==> src/assert_macros.svh <==
// ----------------------------------------------------------------------------
// Assertion macros
// Short forms for clocked, reset-qualified implication checks.
// ----------------------------------------------------------------------------
`ifndef ASSERT_MACROS_SVH
`define ASSERT_MACROS_SVH

// Same-cycle implication: when ante holds, cons holds on the same edge.
`define DPEC_ASSERT_IMP(label, clk, rst_n, ante, cons, msg) \
    label: assert property (@(posedge clk) disable iff (!(rst_n)) (ante) |-> (cons)) \
        else $error(msg);

// Next-cycle implication: when ante holds, cons holds on the following edge.
`define DPEC_ASSERT_NXT(label, clk, rst_n, ante, cons, msg) \
    label: assert property (@(posedge clk) disable iff (!(rst_n)) (ante) |=> (cons)) \
        else $error(msg);

`endif

==> src/dpec_pkg.sv <==
`timescale 1ns / 1ps
// ----------------------------------------------------------------------------
// Dual performance event counter package
// Field widths, command codes and configuration register indexes.
// ----------------------------------------------------------------------------
package dpec_pkg;

    localparam int unsigned CNT_W      = 32;
    localparam int unsigned CMD_W      = 2;
    localparam int unsigned PRIV_W     = 2;
    localparam int unsigned EVT_W      = 5;
    localparam int unsigned MODE_W     = 4;
    localparam int unsigned CFG_IDX_W  = 3;
    localparam int unsigned CFG_DATA_W = 5;

    typedef logic [CNT_W-1:0]      t_cnt;
    typedef logic [CMD_W-1:0]      t_cmd;
    typedef logic [PRIV_W-1:0]     t_priv;
    typedef logic [EVT_W-1:0]      t_evt;
    typedef logic [MODE_W-1:0]     t_mode;
    typedef logic [CFG_IDX_W-1:0]  t_cfg_idx;
    typedef logic [CFG_DATA_W-1:0] t_cfg_data;

    // Command codes
    localparam t_cmd CMD_UPDATE = 2'd0;
    localparam t_cmd CMD_WR_CNT0 = 2'd1;
    localparam t_cmd CMD_WR_CNT1 = 2'd2;

    // Privilege codes
    localparam t_priv PRIV_KERNEL = 2'd0;
    localparam t_priv PRIV_SUPER  = 2'd1;
    localparam t_priv PRIV_USER   = 2'd2;

    // Mode enable bit positions
    localparam int unsigned MODE_EXL   = 0;
    localparam int unsigned MODE_KERN  = 1;
    localparam int unsigned MODE_SUPER = 2;
    localparam int unsigned MODE_USER  = 3;

    // Configuration register indexes
    localparam t_cfg_idx CFG_COUNT_EN = 3'd0;
    localparam t_cfg_idx CFG_EVT_SEL0 = 3'd1;
    localparam t_cfg_idx CFG_EVT_SEL1 = 3'd2;
    localparam t_cfg_idx CFG_MODE_EN0 = 3'd3;
    localparam t_cfg_idx CFG_MODE_EN1 = 3'd4;

    // Counting event codes: 1..3 and 12..15
    localparam t_evt EVT_LO_MIN = 5'd1;
    localparam t_evt EVT_LO_MAX = 5'd3;
    localparam t_evt EVT_HI_MIN = 5'd12;
    localparam t_evt EVT_HI_MAX = 5'd15;

    localparam int unsigned OVF_BIT = CNT_W - 1;

endpackage

==> src/dual_perf_event_counter_unit.sv <==
`timescale 1ns / 1ps
// A transaction is taken into the input register and moves into the result register once
// that register is empty or being drained; throughput is one per cycle while the consumer keeps up.
// Both counters and last stamps are written from the input register in the same
// cycle that the result register loads, so the next transaction sees them at once.
// Synchronous active-low reset clears counters, stamps, config and valid flags.
// The configuration channel is always ready and takes one write per cycle.
// ----------------------------------------------------------------------------
// Dual performance event counter unit
// Two 32-bit counters that advance by elapsed cycles in enabled processor
// states, with write commands that reload a counter and restart its stamp.
// ----------------------------------------------------------------------------
`include "assert_macros.svh"

module dual_perf_event_counter_unit
    import dpec_pkg::*;
(
    input  logic      i_clk,
    input  logic      i_rst_n,

    // configuration write channel
    input  logic      i_cfg_valid,
    output logic      o_cfg_ready,
    input  t_cfg_idx  i_cfg_index,
    input  t_cfg_data i_cfg_data,

    // input transaction channel
    input  logic      i_in_valid,
    output logic      o_in_ready,
    input  t_cmd      i_command,
    input  t_cnt      i_cycle_stamp,
    input  logic      i_error_level,
    input  logic      i_exception_level,
    input  t_priv     i_privilege,
    input  t_cnt      i_write_value,

    // result channel
    output logic      o_out_valid,
    input  logic      i_out_ready,
    output t_cnt      o_counter0_value,
    output t_cnt      o_counter1_value,
    output logic      o_overflow0,
    output logic      o_overflow1
);

    // ------------------------------------------------------------------------
    // Configuration registers
    // ------------------------------------------------------------------------
    logic  r_count_en;
    t_evt  r_evt_sel0;
    t_evt  r_evt_sel1;
    t_mode r_mode_en0;
    t_mode r_mode_en1;

    logic  w_cfg_wr;

    // Always ready: each write is registered on the edge that accepts it, unknown indexes are dropped.
    assign o_cfg_ready = 1'b1;
    assign w_cfg_wr    = i_cfg_valid & o_cfg_ready;

    always_ff @(posedge i_clk) begin
        if (!i_rst_n) begin
            r_count_en <= 1'b0;
            r_evt_sel0 <= '0;
            r_evt_sel1 <= '0;
            r_mode_en0 <= '0;
            r_mode_en1 <= '0;
        end else if (w_cfg_wr) begin
            unique case (i_cfg_index)
                CFG_COUNT_EN: begin
                    r_count_en <= i_cfg_data[0];
                end
                CFG_EVT_SEL0: begin
                    r_evt_sel0 <= i_cfg_data[EVT_W-1:0];
                end
                CFG_EVT_SEL1: begin
                    r_evt_sel1 <= i_cfg_data[EVT_W-1:0];
                end
                CFG_MODE_EN0: begin
                    r_mode_en0 <= i_cfg_data[MODE_W-1:0];
                end
                CFG_MODE_EN1: begin
                    r_mode_en1 <= i_cfg_data[MODE_W-1:0];
                end
                default: begin
                    // drop writes to unmapped indexes
                end
            endcase
        end
    end

    // ------------------------------------------------------------------------
    // Input register: one transaction deep, refilled in the cycle it drains
    // ------------------------------------------------------------------------
    logic  r_s1_valid;
    t_cmd  r_s1_cmd;
    t_cnt  r_s1_stamp;
    logic  r_s1_erl;
    logic  r_s1_exl;
    t_priv r_s1_priv;
    t_cnt  r_s1_wval;

    logic  r_out_valid;
    logic  w_take;      // input register moves into the result register
    logic  w_in_acc;

    assign w_take     = r_s1_valid & (~r_out_valid | i_out_ready);
    assign o_in_ready = ~r_s1_valid | w_take;
    assign w_in_acc   = i_in_valid & o_in_ready;

    always_ff @(posedge i_clk) begin
        if (!i_rst_n) begin
            r_s1_valid <= 1'b0;
        end else if (o_in_ready) begin
            r_s1_valid <= i_in_valid;
        end
    end

    always_ff @(posedge i_clk) begin
        if (w_in_acc) begin
            r_s1_cmd   <= i_command;
            r_s1_stamp <= i_cycle_stamp;
            r_s1_erl   <= i_error_level;
            r_s1_exl   <= i_exception_level;
            r_s1_priv  <= i_privilege;
            r_s1_wval  <= i_write_value;
        end
    end

    // ------------------------------------------------------------------------
    // Counter state
    // ------------------------------------------------------------------------
    t_cnt r_count0;
    t_cnt r_count1;
    t_cnt r_last0;
    t_cnt r_last1;

    t_cnt n_count0;
    t_cnt n_count1;
    t_cnt n_last0;
    t_cnt n_last1;

    // Event code qualifies when it falls in one of the two counting ranges.
    function automatic logic evt_counts(input t_evt code);
        return ((code >= EVT_LO_MIN) && (code <= EVT_LO_MAX)) ||
               ((code >= EVT_HI_MIN) && (code <= EVT_HI_MAX));
    endfunction

    // Exception-level enable, or the enable bit of the current privilege.
    function automatic logic mode_hit(input t_mode en, input logic exl, input t_priv priv);
        logic hit;
        hit = exl & en[MODE_EXL];
        unique case (priv)
            PRIV_KERNEL: hit = hit | en[MODE_KERN];
            PRIV_SUPER:  hit = hit | en[MODE_SUPER];
            PRIV_USER:   hit = hit | en[MODE_USER];
            default:     hit = hit;
        endcase
        return hit;
    endfunction

    // Elapsed cycles since the stamp, with zero elapsed counted as one.
    function automatic t_cnt advance(input t_cnt value, input t_cnt now, input t_cnt last);
        t_cnt diff;
        diff = now - last;
        return value + ((diff == '0) ? t_cnt'(1) : diff);
    endfunction

    logic w_gate;
    logic w_hit0;
    logic w_hit1;

    assign w_gate = ~r_s1_erl & r_count_en;
    assign w_hit0 = w_gate & evt_counts(r_evt_sel0) & mode_hit(r_mode_en0, r_s1_exl, r_s1_priv);
    assign w_hit1 = w_gate & evt_counts(r_evt_sel1) & mode_hit(r_mode_en1, r_s1_exl, r_s1_priv);

    always_comb begin
        n_count0 = r_count0;
        n_count1 = r_count1;
        n_last0  = r_last0;
        n_last1  = r_last1;
        unique case (r_s1_cmd)
            CMD_UPDATE: begin
                // advance qualifying counters, always move both stamps
                if (w_hit0) begin
                    n_count0 = advance(r_count0, r_s1_stamp, r_last0);
                end
                if (w_hit1) begin
                    n_count1 = advance(r_count1, r_s1_stamp, r_last1);
                end
                n_last0 = r_s1_stamp;
                n_last1 = r_s1_stamp;
            end
            CMD_WR_CNT0: begin
                n_count0 = r_s1_wval;
                n_last0  = r_s1_stamp;
            end
            CMD_WR_CNT1: begin
                n_count1 = r_s1_wval;
                n_last1  = r_s1_stamp;
            end
            default: begin
                // unused command: hold everything, report current counters
            end
        endcase
    end

    always_ff @(posedge i_clk) begin
        if (!i_rst_n) begin
            r_count0 <= '0;
            r_count1 <= '0;
            r_last0  <= '0;
            r_last1  <= '0;
        end else if (w_take) begin
            r_count0 <= n_count0;
            r_count1 <= n_count1;
            r_last0  <= n_last0;
            r_last1  <= n_last1;
        end
    end

    // ------------------------------------------------------------------------
    // Result register: holds the snapshot until the consumer takes it
    // ------------------------------------------------------------------------
    t_cnt r_out_cnt0;
    t_cnt r_out_cnt1;

    always_ff @(posedge i_clk) begin
        if (!i_rst_n) begin
            r_out_valid <= 1'b0;
        end else if (w_take) begin
            r_out_valid <= 1'b1;
        end else if (i_out_ready) begin
            r_out_valid <= 1'b0;
        end
    end

    always_ff @(posedge i_clk) begin
        if (w_take) begin
            r_out_cnt0 <= n_count0;
            r_out_cnt1 <= n_count1;
        end
    end

    assign o_out_valid      = r_out_valid;
    assign o_counter0_value = r_out_cnt0;
    assign o_counter1_value = r_out_cnt1;
    assign o_overflow0      = r_out_cnt0[OVF_BIT];
    assign o_overflow1      = r_out_cnt1[OVF_BIT];

    // ------------------------------------------------------------------------
    // Assertions
    // ------------------------------------------------------------------------
    `DPEC_ASSERT_NXT(a_cnt_hold_idle, i_clk, i_rst_n, !w_take,
        $stable(r_count0) && $stable(r_count1) && $stable(r_last0) && $stable(r_last1),
        "counter state changed without a transaction")
    `DPEC_ASSERT_NXT(a_take_fills_out, i_clk, i_rst_n, w_take, r_out_valid,
        "result register not loaded after a transaction moved")
    `DPEC_ASSERT_NXT(a_erl_blocks, i_clk, i_rst_n,
        w_take && (r_s1_cmd == CMD_UPDATE) && r_s1_erl,
        $stable(r_count0) && $stable(r_count1),
        "counter advanced under error level")
    `DPEC_ASSERT_IMP(a_out_tracks_state, i_clk, i_rst_n,
        r_out_valid && !r_s1_valid,
        (r_out_cnt0 == r_count0) && (r_out_cnt1 == r_count1),
        "pending result differs from counter state")

endmodule

==> config.mk <==
export PLATFORM = sky130hd
export DESIGN_NAME = dual_perf_event_counter_unit
export DESIGN_NICKNAME = d
export VERILOG_FILES = /design/src/dpec_pkg.sv /design/src/dual_perf_event_counter_unit.sv
export VERILOG_INCLUDE_DIRS = /design/src /design/src/src
export SDC_FILE = /design/constraint.sdc
export NUM_CORES = 1
export LEC_CHECK = 0
export ABC_AREA = 1
export BUFFER_PORTS_ARGS = -buffer_cell sky130_fd_sc_hd__buf_2
export CORE_AREA = 2 2 212 214
export DETAILED_ROUTE_END_ITERATION = 10
export DIE_AREA = 0 0 214 216
export HOLD_SLACK_MARGIN = 0.08
export PLACE_DENSITY_LB_ADDON = 0.3
export SYNTH_ARGS = -nofsm -noshare
export SYNTH_HDL_FRONTEND = slang
export SYNTH_SLANG_ARGS = --single-unit
==> constraint.sdc <==
create_clock -name i_clk -period 4.45 [get_ports i_clk]
set_input_delay 0.2225 -clock i_clk [delete_from_list [all_inputs] [get_ports i_clk]]
set_output_delay 0.2225 -clock i_clk [all_outputs]
set_load 0.005 [all_outputs]
* Word-level counts from Yosys, hierarchy flattened
Index checks and enable logic that the tools add are counted.
** Cells by class
- $add $sub $neg :: 4
- Order comparisons :: 8
- Eq/ne operators :: 8
- Multiplexer cells :: 10
- Bitwise logic cells :: 20
- Reductions and logical operators :: 21
** Operators with widths (count)
- $mux 32 :: 4
- $pmux 32 s2 :: 2
- $add 32x32->32 :: 2
- $logic_not 32->1 :: 2
- $sub 32x32->32 :: 2
- $reduce_and 2->1 :: 7
- $ge 5x1->1 const B :: 2
- $ge 5x4->1 const B :: 2
- $le 5x2->1 const B :: 2
- $le 5x4->1 const B :: 2
- $and 1x1->1 :: 9
- $or 1x1->1 :: 8
- $eq 3x2->1 const B :: 2
- $pmux 1 s3 :: 2
- $eq 2x1->1 const B :: 2
- $eq 2x2->1 const B :: 2
- $logic_and 1x1->1 :: 4
- $logic_not 2->1 :: 2
- $reduce_or 2->1 :: 2
- $eq 3x1->1 const B :: 1
- $eq 3x3->1 const B :: 1
- $logic_not 3->1 :: 1
- $not 1->1 :: 3
- $logic_or 1x1->1 :: 2
- 2 further kinds :: 3
** Storage, ports and cells
- Bits in registers :: 283
- Bits of input ports :: 83
- Output and inout port bits :: 69
- Logic and storage cells :: 90

* Logic depth before layout (Yosys ltp)
- Word-level depth :: 7
- Depth in mapped cells :: 38
- Mapped depth without buffers :: 38

* Worst setup path after synthesis
OpenSTA, ideal clock, no wires.
- Path kind :: register to register
- Start :: register r_s1_stamp[0]
- End :: register r_count0[20]
- Library setup time :: 0.113 ns
- Arrival :: 3.975 ns
- Data required time :: 4.337 ns
- Setup slack :: 0.362 ns
- Cell stages (with the launch flop) :: 32
- Buffers on the path :: 0
- Clock period less this slack :: 4.088 ns
- Path through :: edfxtp_1 inv_1 ha_1 fa_1 o21ai_2 nand2_1 nand2_1 a21o_1 xor2_1 nand2_1 nor2_1 nand2_1 nor2_1 nand3_1 nand2_1 ha_1 inv_1 fa_1 inv_1 nand2_1 o21ai_1 a21boi_2 o21ai_2 nand2_1 nand2_1 nand2_1 nand3_1 nand3_1 nand2_1 nand3_1 nand2_1 inv_1
** Between the ends
- Longest elaborated chain between the ends :: 6
** Ends and longest elaborated chain
- start: declaration :: RTL line dual_perf_event_counter_unit.sv:97 : t_cnt r_s1_stamp;
- start signal: assignment :: RTL line dual_perf_event_counter_unit.sv:122 : r_s1_stamp <= i_cycle_stamp;
- $sub 32x32->32 * :: RTL line dual_perf_event_counter_unit.sv:165 : diff = now - last;
- $logic_not 32->1 :: RTL line dual_perf_event_counter_unit.sv:166 : return value + ((diff == '0) ? t_cnt'(1) : diff);
- $mux 32 * :: RTL line dual_perf_event_counter_unit.sv:166
- $add 32x32->32 * :: RTL line dual_perf_event_counter_unit.sv:166
- $mux 32 * :: RTL line dual_perf_event_counter_unit.sv:185 : if (w_hit0) begin
- $pmux 32 s2 * :: RTL line dual_perf_event_counter_unit.sv:182 : unique case (r_s1_cmd)
- end signal: assignment :: RTL line dual_perf_event_counter_unit.sv:215 : r_count0 <= n_count0;
- end: declaration :: RTL line dual_perf_event_counter_unit.sv:133 : t_cnt r_count0;
Mark *: on every way between the ends. The rest lies on a longest branch, timed or not.
A chain may end at the register's enable or synchronous reset.

* Worst setup path after layout
- Start :: register r_s1_stamp[11]
- End :: register r_count0[16]
Same word-level chain as after synthesis.

==> out/qor.txt <==
CTS root buf - clkbuf_16
Fill cells - 3957
Rel. slew slack - 28.0%
Io pins - 152
Slowest-stage cell, CP - edfxtp_1
Cell row count - 77
Starting Density - 44.6%
Inst Count DP - 3680
Mux share of post-synthesis cell area - 0.0512%
Clock Skew - 0.0157 ns
Slew of the pin with the lowest slew margin - 1.08 ns
DP Wirelength - 50400 um
Commonest non-fill, non-tap cell in the layout - nand2_1
Avg Cell Area, Syn - 6.92 sq um
Minimum clock period - 4.48 ns
Area of the multi-input gates - 11600 sq um
CP Launch Type - flip-flop
Max Slew Vio Count - 0
FF+latch count, synth - 283
Clock slew at reported path FFs - 0.06 ns
DR vias - 20700
Routed WL - 68200 um
Overflow after GRT - 0
First-pass GRT wire length - 103000 um
Crit-path max FO - 4
WHS - 0.118 ns
Max Fclk - 223 MHz
Initial antenna violation count - 0
Cells after Synth - 2825
Peak VDD IR - 0.335 mV
FF+latch area - 7010 sq um
Synthesized Nets - 3039
H-Tree Depth - 1
Main combinational cell family by area after synthesis - simple AND/OR/NAND/NOR gates
Die area - 46200 sq um
Vias in the first global route - 19200
Post-Synth Simple-Gate Area - 24.1%
Die span in y - 216 um
Clock latency on the worst-skew pair - 0.60 ns
Nets@finish - 3464
Max cap viols - 0
Non-Filler Instances - 3866
ANT cells - 0
Xor-xnor portion of the synthesized cell area - 2.60%
All-Layer GR Usage - 28.0%
Die extent in x - 214 um
Post-route ant nets - 0
Area delta synth->final - 30.1%
Worst EP arrival - 4.98 ns
CTS Buf Count - 31
Leakage power - 11.8 nW
DRC violations left - 0
Post-Synth Adder-Cell Area - 8.54%
Synthesized area - 19500 sq um
IO buf count - 150
Core ar. - 43800 sq um
Final worst slack - -0.0340 ns
Commonest cells after routing, fill and taps aside - 613 x nand2_1, 446 x inv_1, 282 x a21oi_1, 231 x nor2_1, 228 x buf_4
TritonRoute pass-1 iters - 7
Dominant cell type by count on the critical path - nand2_1
Post-synthesis sequential area ratio - 35.9%
Data required time of the critical path - 4.95 ns
Failing checks - setup timing
Mean number of vias per cell - 5.35
WL/cell - 17.6 um
Setup TNS - -0.106 ns
Clk sink count - 283
Final Util - 58.0%
CP endpoint kind - flip-flop
Power density of the placed cells - 341 nW/um^2
Routability cong. - 0.985
Unrepaired setup endpoints after global routing - true
DRT iter0 DRCs - 1939
Final hold vios - 0
Critical path class - reg2reg
Syn. warnings - 0
Pre-CTS setup slack - -0.215 ns
Worst Hold Class - in2reg
# setup viols final - 6
Share of cells above drive strength 1 - 20.1%
Max stage delay on crit path - 0.44 ns
Largest net degree at the start of global routing - 94
CTS tree - built
CTS max path bufs - 3
Final period util - 101%
Status - finished, violations left
Library cells used by synthesis - 50
Compound-Gate Fraction of Synth Area - 18.2%
## metrics by stage
step	power [mW]	instance area (sq um)
6_report	8.66	25400
5_1_grt	9.09	25400
4_1_cts	8.33	24200
3_5_place_dp	5.76	22100
3_3_place_gp	5.73	22100
2_1_floorplan	4.71	19500
## metal layers
metal  up-vias  share of wire [%]  global-route usage, %
met4         0                3.8                   10.6
met3       133                7.6                   3.24
li1      10100                  -                      -
met5         -                  0                      0
met1      9598                 45                   38.9
met2       845                 44                   44.8
## Yosys cell counts (all sizes together)
| cell type | count | area, sq um |
|---|---|---|
| and2 | 1 | 6.26 |
| nand4 | 26 | 163 |
| o221ai | 1 | 8.76 |
| a21o | 16 | 120 |
| buf | 16 | 113 |
| fa | 4 | 80.1 |
| nor4 | 5 | 31.3 |
| a21boi | 3 | 26.3 |
| o211ai | 28 | 225 |
| inv | 458 | 1720 |
| xor2 | 43 | 377 |
| dfxtp | 149 | 2980 |
| nand3b | 2 | 15.0 |
| or2 | 9 | 56.3 |
| nand3 | 168 | 841 |
| mux2i | 1 | 10.0 |
| o21bai | 20 | 150 |
| a22oi | 1 | 7.51 |
| conb | 1 | 3.75 |
| a21oi | 320 | 1620 |
| nand2 | 664 | 2490 |
| o21a | 6 | 45.0 |
| nor2 | 251 | 942 |
| nor3b | 1 | 7.51 |
| a31o | 1 | 8.76 |
| clkbuf | 62 | 233 |
| o2111ai | 2 | 17.5 |
| edfxtp | 134 | 4020 |
| a22o | 1 | 8.76 |
| xnor2 | 15 | 131 |
| a211oi | 1 | 7.51 |
| clkinv | 2 | 7.51 |
| a31oi | 6 | 37.5 |
| ha | 127 | 1590 |
| o21ai | 249 | 1270 |
| nor3 | 31 | 155 |
## critical path: cells and delay by family (launching register included)
family / cells / cell delay, ns
simple gates: 13 / 1.18
flops: 1 / 0.44
fa+ha+maj: 3 / 0.93
buf+inv: 4 / 0.27
compound gates: 7 / 1.29
xor+xnor: 2 / 0.26
## worst paths after layout
kind / startpoint / end / slack [ns] / depth (start not counted)
worst min-delay path: i_cfg_valid / r_mode_en1[0]$_SDFFE_PN0P_ / 0.12 / 4
worst max register to register: r_s1_stamp[11]$_DFFE_PP_ / r_count0[16]$_SDFFE_PN0P_ / -0.03 / 29
worst max-delay path: r_s1_stamp[11]$_DFFE_PP_ / r_count0[16]$_SDFFE_PN0P_ / -0.03 / 29
worst min register to register: r_mode_en0[0]$_SDFFE_PN0P_ / r_mode_en0[0]$_SDFFE_PN0P_ / 0.45 / 2
## cell families (layout without fill, tap and decap cells)
logic type | Yosys count | after routing
xor+xnor | 58 | 58
flops | 283 | 283
other cells | 1 | 1
simple gates | 1158 | 1158
mux | 1 | 1
fa+ha+maj | 131 | 131
buf+inv | 538 | 987
compound gates | 655 | 655
## cell type report
type	instances	share of cell area, %
Sequential cell	283	27.6
Multi-Input combinational cell	2004	45.7
Clock inverter	17	0.551
Tap cell	592	2.91
Timing Repair Buffer	470	13.3
Clock buffer	40	3.18
Inverter	460	6.81
## report_power, final
group | internal (mW) | switching [mW] | total [mW]
registers | 2.90 | 0.121 | 3.02
clock network | 1.39 | 1.10 | 2.50
logic | 1.24 | 1.91 | 3.14
## flip-flops by register name, summed over array words and instances (netlist names), 4 cells and up
signal	flops
o_counter0_value	32
o_counter1_value	32
r_count0	32
r_count1	32
r_evt_sel0	5
r_evt_sel1	5
r_last0	32
r_last1	32
r_mode_en0	4
r_mode_en1	4
r_s1_stamp	32
r_s1_wval	32
## timing repair
action	4_1_cts	5_1_grt
setup endpoints to repair	53	104
setup buffers	11	30
hold buffers	89	0
resized for setup	25	236
hold endpoints to repair	91	0
pin swaps	9	83
Power figures use the tool's default switching activity.
